$ cat src/design/fssb_pkg.sv
// Package: S-box tables, stage record and word helpers for the Feistel S-box cipher.
`default_nettype none
package fssb_pkg;

  localparam int ROUNDS = 16;
  localparam int HALF_W = 32;
  localparam int BLOCK_W = 2 * HALF_W;

  typedef logic [7:0] byte_t;
  typedef logic [HALF_W-1:0] half_t;
  typedef byte_t sbox_t [256];

  typedef struct packed {
    logic  dec;
    half_t left;
    half_t right;
  } stage_t;

  localparam sbox_t SBOX_FWD = '{
    8'h63, 8'h7c, 8'h77, 8'h7b, 8'hf2, 8'h6b, 8'h6f, 8'hc5,
    8'h30, 8'h01, 8'h67, 8'h2b, 8'hfe, 8'hd7, 8'hab, 8'h76,
    8'hca, 8'h82, 8'hc9, 8'h7d, 8'hfa, 8'h59, 8'h47, 8'hf0,
    8'had, 8'hd4, 8'ha2, 8'haf, 8'h9c, 8'ha4, 8'h72, 8'hc0,
    8'hb7, 8'hfd, 8'h93, 8'h26, 8'h36, 8'h3f, 8'hf7, 8'hcc,
    8'h34, 8'ha5, 8'he5, 8'hf1, 8'h71, 8'hd8, 8'h31, 8'h15,
    8'h04, 8'hc7, 8'h23, 8'hc3, 8'h18, 8'h96, 8'h05, 8'h9a,
    8'h07, 8'h12, 8'h80, 8'he2, 8'heb, 8'h27, 8'hb2, 8'h75,
    8'h09, 8'h83, 8'h2c, 8'h1a, 8'h1b, 8'h6e, 8'h5a, 8'ha0,
    8'h52, 8'h3b, 8'hd6, 8'hb3, 8'h29, 8'he3, 8'h2f, 8'h84,
    8'h53, 8'hd1, 8'h00, 8'hed, 8'h20, 8'hfc, 8'hb1, 8'h5b,
    8'h6a, 8'hcb, 8'hbe, 8'h39, 8'h4a, 8'h4c, 8'h58, 8'hcf,
    8'hd0, 8'hef, 8'haa, 8'hfb, 8'h43, 8'h4d, 8'h33, 8'h85,
    8'h45, 8'hf9, 8'h02, 8'h7f, 8'h50, 8'h3c, 8'h9f, 8'ha8,
    8'h51, 8'ha3, 8'h40, 8'h8f, 8'h92, 8'h9d, 8'h38, 8'hf5,
    8'hbc, 8'hb6, 8'hda, 8'h21, 8'h10, 8'hff, 8'hf3, 8'hd2,
    8'hcd, 8'h0c, 8'h13, 8'hec, 8'h5f, 8'h97, 8'h44, 8'h17,
    8'hc4, 8'ha7, 8'h7e, 8'h3d, 8'h64, 8'h5d, 8'h19, 8'h73,
    8'h60, 8'h81, 8'h4f, 8'hdc, 8'h22, 8'h2a, 8'h90, 8'h88,
    8'h46, 8'hee, 8'hb8, 8'h14, 8'hde, 8'h5e, 8'h0b, 8'hdb,
    8'he0, 8'h32, 8'h3a, 8'h0a, 8'h49, 8'h06, 8'h24, 8'h5c,
    8'hc2, 8'hd3, 8'hac, 8'h62, 8'h91, 8'h95, 8'he4, 8'h79,
    8'he7, 8'hc8, 8'h37, 8'h6d, 8'h8d, 8'hd5, 8'h4e, 8'ha9,
    8'h6c, 8'h56, 8'hf4, 8'hea, 8'h65, 8'h7a, 8'hae, 8'h08,
    8'hba, 8'h78, 8'h25, 8'h2e, 8'h1c, 8'ha6, 8'hb4, 8'hc6,
    8'he8, 8'hdd, 8'h74, 8'h1f, 8'h4b, 8'hbd, 8'h8b, 8'h8a,
    8'h70, 8'h3e, 8'hb5, 8'h66, 8'h48, 8'h03, 8'hf6, 8'h0e,
    8'h61, 8'h35, 8'h57, 8'hb9, 8'h86, 8'hc1, 8'h1d, 8'h9e,
    8'he1, 8'hf8, 8'h98, 8'h11, 8'h69, 8'hd9, 8'h8e, 8'h94,
    8'h9b, 8'h1e, 8'h87, 8'he9, 8'hce, 8'h55, 8'h28, 8'hdf,
    8'h8c, 8'ha1, 8'h89, 8'h0d, 8'hbf, 8'he6, 8'h42, 8'h68,
    8'h41, 8'h99, 8'h2d, 8'h0f, 8'hb0, 8'h54, 8'hbb, 8'h16
  };

  function automatic sbox_t invert_sbox(sbox_t fwd);
    sbox_t inv;
    for (int v = 0; v < 256; v++) begin
      inv[fwd[v]] = byte_t'(v);
    end
    return inv;
  endfunction

  localparam sbox_t SBOX_INV = invert_sbox(SBOX_FWD);

  function automatic half_t sub_word(half_t w);
    half_t r;
    for (int n = 0; n < HALF_W / 8; n++) begin
      r[8*n +: 8] = SBOX_FWD[w[8*n +: 8]];
    end
    return r;
  endfunction

  function automatic half_t inv_sub_word(half_t w);
    half_t r;
    for (int n = 0; n < HALF_W / 8; n++) begin
      r[8*n +: 8] = SBOX_INV[w[8*n +: 8]];
    end
    return r;
  endfunction

  function automatic half_t rotl_word(half_t w, int amt);
    int a;
    a = amt % HALF_W;
    if (a == 0) begin
      return w;
    end
    return (w << a) | (w >> (HALF_W - a));
  endfunction

endpackage
`default_nettype wire

$ cat src/design/fssb_round.sv
// One Feistel round: (L, R) -> (R, L xor InvSubWord(R xor key)).
`default_nettype none
module fssb_round
  import fssb_pkg::*;
(
  input  wire stage_t d,
  input  wire half_t  round_key,
  output stage_t      q
);

  assign q.dec   = d.dec;
  assign q.left  = d.right;
  assign q.right = d.left ^ inv_sub_word(d.right ^ round_key);

endmodule
`default_nettype wire
$ cat config.mk
export PLATFORM = sky130hd
export DESIGN_NAME = fssb_round
export DESIGN_NICKNAME = d
export VERILOG_FILES = /design/src/design/fssb_pkg.sv /design/src/design/fssb_round.sv
export SDC_FILE = /design/constraint.sdc
export NUM_CORES = 1
export LEC_CHECK = 0
export ABC_AREA = 1
export BUFFER_PORTS_ARGS = -buffer_cell sky130_fd_sc_hd__buf_2
export CORE_ASPECT_RATIO = 1.75
export CORE_MARGIN = 3
export CORE_UTILIZATION = 40
export DETAILED_ROUTE_END_ITERATION = 7
export PLACE_DENSITY = 0.64
export RECOVER_POWER = 25
export SLEW_MARGIN = 10
export SYNTH_ARGS = -nofsm -noshare
export SYNTH_HDL_FRONTEND = slang
export SYNTH_SLANG_ARGS = --single-unit
$ cat constraint.sdc
create_clock -name vclk -period 2.1
set_input_delay 0.21 -clock vclk [all_inputs]
set_output_delay 0.21 -clock vclk [all_outputs]
set_load 0.05 [all_outputs]
==> results by group, run 1 <==
Logic synthesis
  • Leading area contributor after synthesis: nand3_1
  • Synth top area cells: nand3_1 39%, nand2_1 30%, ha_1 6.5%
  • Post-synth top area share: 38.9%
  • Synth cell count leaders: 1087 x nand2_1, 1074 x nand3_1, 148 x inv_1
  • Most common cell in the netlist: nand2_1
  • Post-Synthesis Mean Instance Area: 4.71 um2
  • Seq/Total Area, Yosys: 0%
  • Synth Cell Area: 13800 um2
  • Syn nets: 3105
  • Number of distinct library cells after synthesis: 30
  • Synthesized instance count: 2936
  • Syn. warnings: 0

Run status
  • Outcome: stopped before the end
  • Failing step: 5_1_grt
  • First Err: [ERROR GRT-0232] Routing congestion too high. Check the congestion heatmap in the GUI.

Global route
  • GRT Overall Usage: 52.8%
  • Gr ovfl total: 2
  • Pin count of the biggest net entering global routing: 34

Floorplan
  • FP Rows: 89
  • Initial core utilization: 40.7%
  • Die height: 252 um
  • I/O pin count: 162
  • Die X: 147 um

Placed design
  • Dpl hpwl: 63300 um
  • Final Wtd Congestion: 1.11
  • I/O Buffers: 160

Timing
  • Worst_ep kind: output port
  • Worst setup endpoint GRT: q[1]
cells by family after synthesis:
logic type | count (synthesis) | synth area share [%]
adder cells (fa/ha/maj) | 72 | 6.51
AO/OA/AOI/OAI | 103 | 3.99
buffers and inverters | 384 | 12.7
AND/OR/NAND/NOR | 2362 | 75.6
XOR/XNOR | 15 | 1.11
stage by stage:
step | worst slack, ps | instances | TNS, ps | instance area, um2
after floorplan | -22.1 | 2936 | -22.1 | 14000
after detailed placement | -634 | 3877 | -16240 | 19300
after CTS | -115 | 3947 | -2700 | 23200
after global placement | -681 | 3877 | -16340 | 19300
per-layer routing:
layer	overflow	global-route usage [%]
met1	0	55.4
met2	1	79.3
met3	0	20.0
met4	1	51.5
met5	0	3.29
repair_timing:
| item | 4_1_cts |
|---|---|
| gates resized for setup | 827 |
| pin swaps | 206 |
| setup buffers | 62 |
| cloned | 11 |
| hold buffers | 0 |
| setup endpoints to repair | 32 |
==> run 2: changes to the inputs <==
--- a/config.mk
+++ b/config.mk
@@ -7,11 +7,10 @@
 export LEC_CHECK = 0
 export ABC_AREA = 1
 export BUFFER_PORTS_ARGS = -buffer_cell sky130_fd_sc_hd__buf_2
-export CORE_ASPECT_RATIO = 1.75
 export CORE_MARGIN = 3
-export CORE_UTILIZATION = 40
+export CORE_UTILIZATION = 25
 export DETAILED_ROUTE_END_ITERATION = 7
-export PLACE_DENSITY = 0.64
+export PLACE_DENSITY_LB_ADDON = 0.15
 export RECOVER_POWER = 25
 export SLEW_MARGIN = 10
 export SYNTH_ARGS = -nofsm -noshare
==> constraint.sdc (replaced) <==
create_clock -name vclk -period 2.7
set_input_delay 0.27 -clock vclk [all_inputs]
set_output_delay 0.27 -clock vclk [all_outputs]
set_load 0.05 [all_outputs]
==> results by group, run 2 <==
Logic synthesis
  • Synth Cell Area: 13800 um2
  • Post-Synthesis Mean Instance Area: 4.71 um2
  • Leading area contributor after synthesis: nand3_1
  • Synth cell count leaders: 1087 x nand2_1, 1074 x nand3_1, 148 x inv_1
  • Post-synthesis mux area share: 0%
  • Compound-Gate Fraction of Synth Area: 3.99%
  • Post-synth top area share: 38.9%
  • Synth Area in XOR/XNOR: 1.11%
  • Synth top area cells: nand3_1 39%, nand2_1 30%, ha_1 6.5%
  • Number of distinct library cells after synthesis: 30
  • Most common cell in the netlist: nand2_1
  • Largest family of logic cells by synthesized area: simple AND/OR/NAND/NOR gates
  • Syn nets: 3105
  • Post-synthesis adder-cell area fraction: 6.51%
  • Seq/Total Area, Yosys: 0%
  • Post-Synth Simple-Gate Area: 75.6%
  • Syn. warnings: 0
  • Synthesized instance count: 2936

Global route
  • First-pass GRT wire length: 114000 um
  • Initial antenna violation count: 0
  • GRT Overall Usage: 24.5%
  • Pin count of the biggest net entering global routing: 63
  • Number of global-route vias before repair: 19600
  • Gr ovfl total: 0

Detailed routing
  • Iteration-0 DRC count of the detailed router: 3006
  • Vias: 21700
  • Drt drc: 0
  • Routed vias/inst: 5.59
  • Total Wirelength: 74600 um
  • Pre-antenna DRT Iters: 7
  • Detail Route Antenna Nets: 0
  • WL/cell: 19.2 um

Floorplan
  • I/O pin count: 162
  • Die Area: 58200 um2
  • Initial core utilization: 25.5%
  • Core ar.: 54200 um2
  • FP Rows: 85
  • Die X: 241 um
  • Die height: 241 um

Layout
  • Proportion of layout cells with a drive suffix above 1: 20.3%
  • Clk_buf instances: 0
  • Final Non-Filler Cells: 3877
  • # diodes: 0
  • Design Area, Final: 17900 um2
  • Fin nets: 3352
  • Commonest non-fill, non-tap cells in the layout: 1047 x nand3_1, 1032 x nand2_1, 282 x buf_4
  • Final Util: 33.1%
  • Commonest non-fill, non-tap cell in the layout: nand3_1
  • FFs & Latches: 0
  • Layout area overhead: 29.6%
  • Reg area: 0 um2
  • Fillers: 6299

Run
  • Total of max-cap violations: 0

Timing
  • Final Hold Slack: 540 ps
  • Final Cycle Share: 95.0%
  • Setup TNS: 0 ps
  • Fmax: 390 MHz
  • Slew margin rel.: 59.9%
  • Min Tclk post-route: 2560 ps
  • Final Hold Vio Count: 0
  • Max Slew Vio Count: 0
  • Slew @ Worst Pin: 604 ps
  • RSZ-0062 raised after global routing: true
  • Final Setup Violations: 0

Power
  • Int Power: 0.00205 W
  • Reg power frac: 0%
  • Comb pwr share: 100.0%
  • Pwr dens: 331 nW/um2
  • Sw Pwr: 0.00389 W
  • LEAKAGE: 9.65 nW
  • Net Sw Frac: 65.5%
  • Max IR drop VDD: 0.196 mV
  • Clock power frac: 0%

Placed design
  • Cell count after placement: 3877
  • Final Wtd Congestion: 0.997
  • I/O Buffers: 160
  • Post-Place Cell Area: 17300 um2
  • Dpl hpwl: 56100 um

Setup path
  • Crit path DAT: 2290 ps
  • Worst setup EP type: output port
  • Critical path startpoint category: primary input
  • Critical path class: in -> out
  • WP data required: 2430 ps
  • Max FO, Critical Path: 15

CTS
  • Cts hold-fix bufs: 0
  • Post-CTS Setup Inserts: 0

Run status
  • Outcome: completed

Worst hold path
  • HP Class: in -> out
[run 2: area by class of cell]
class	instances	area (um2)	share of cell area [%]
Inverter	153	577	3.22
Timing Repair Buffer	476	3840	21.4
Multi-Input combinational cell	2552	12600	70.5
Tap cell	696	871	4.86
[run 2: kinds of logic after synthesis]
family | after synthesis
adder cells (fa/ha/maj) | 72
XOR/XNOR | 15
buffers and inverters | 384
AND/OR/NAND/NOR | 2362
AO/OA/AOI/OAI | 103
[run 2: routing by layer]
layer	routed length [um]	global-route usage (%)	part of all wire [%]	vias up
met2	32600	37.9	44	1445
met4	3190	9.31	4.3	0
met5	0	0	0	-
li1	-	-	-	10300
met3	7830	3.20	10	223
met1	31000	34.5	41	9770
[run 2: worst paths after layout]
path,start,endpoint,cells after the start
hold / removal,d[64],q[64],0
setup / recovery,d[26],q[27],16
[run 2: power by group through the flow]
stage	combinational, W	sequential (W)	clock [W]
floorplan	0.00357	0	0
finish	0.00594	0	0
global placement	0.00560	0	0
CTS	0.00559	0	0
detailed placement	0.00555	0	0
global route	0.00642	0	0
[run 2: stage by stage]
step	setup slack (ps)	total power, W
finish	136	0.00594
CTS	-26.9	0.00559
floorplan	213	0.00357
detailed placement	-78.4	0.00555
global route	-24.1	0.00642
global placement	-115	0.00560
[run 2: critical path, cell delays in order]
cell,delay (ps)
buf_2,110
inv_1,50
nand2_1,120
nand2_4,180
buf_4,190
nand2_1,200
buf_4,210
nand3_1,70
nand3_1,100
nand3_1,140
nand3_1,110
nand3_1,140
nand2_1,100
nand2_1,50
nand2_1,50
buf_4,190
[run 2: timing repair]
item,4_1_cts,5_1_grt
pin swaps,0,3
gates resized for setup,16,188
setup endpoints to repair,16,32
Note: power is estimated with default switching activity, not from simulation.
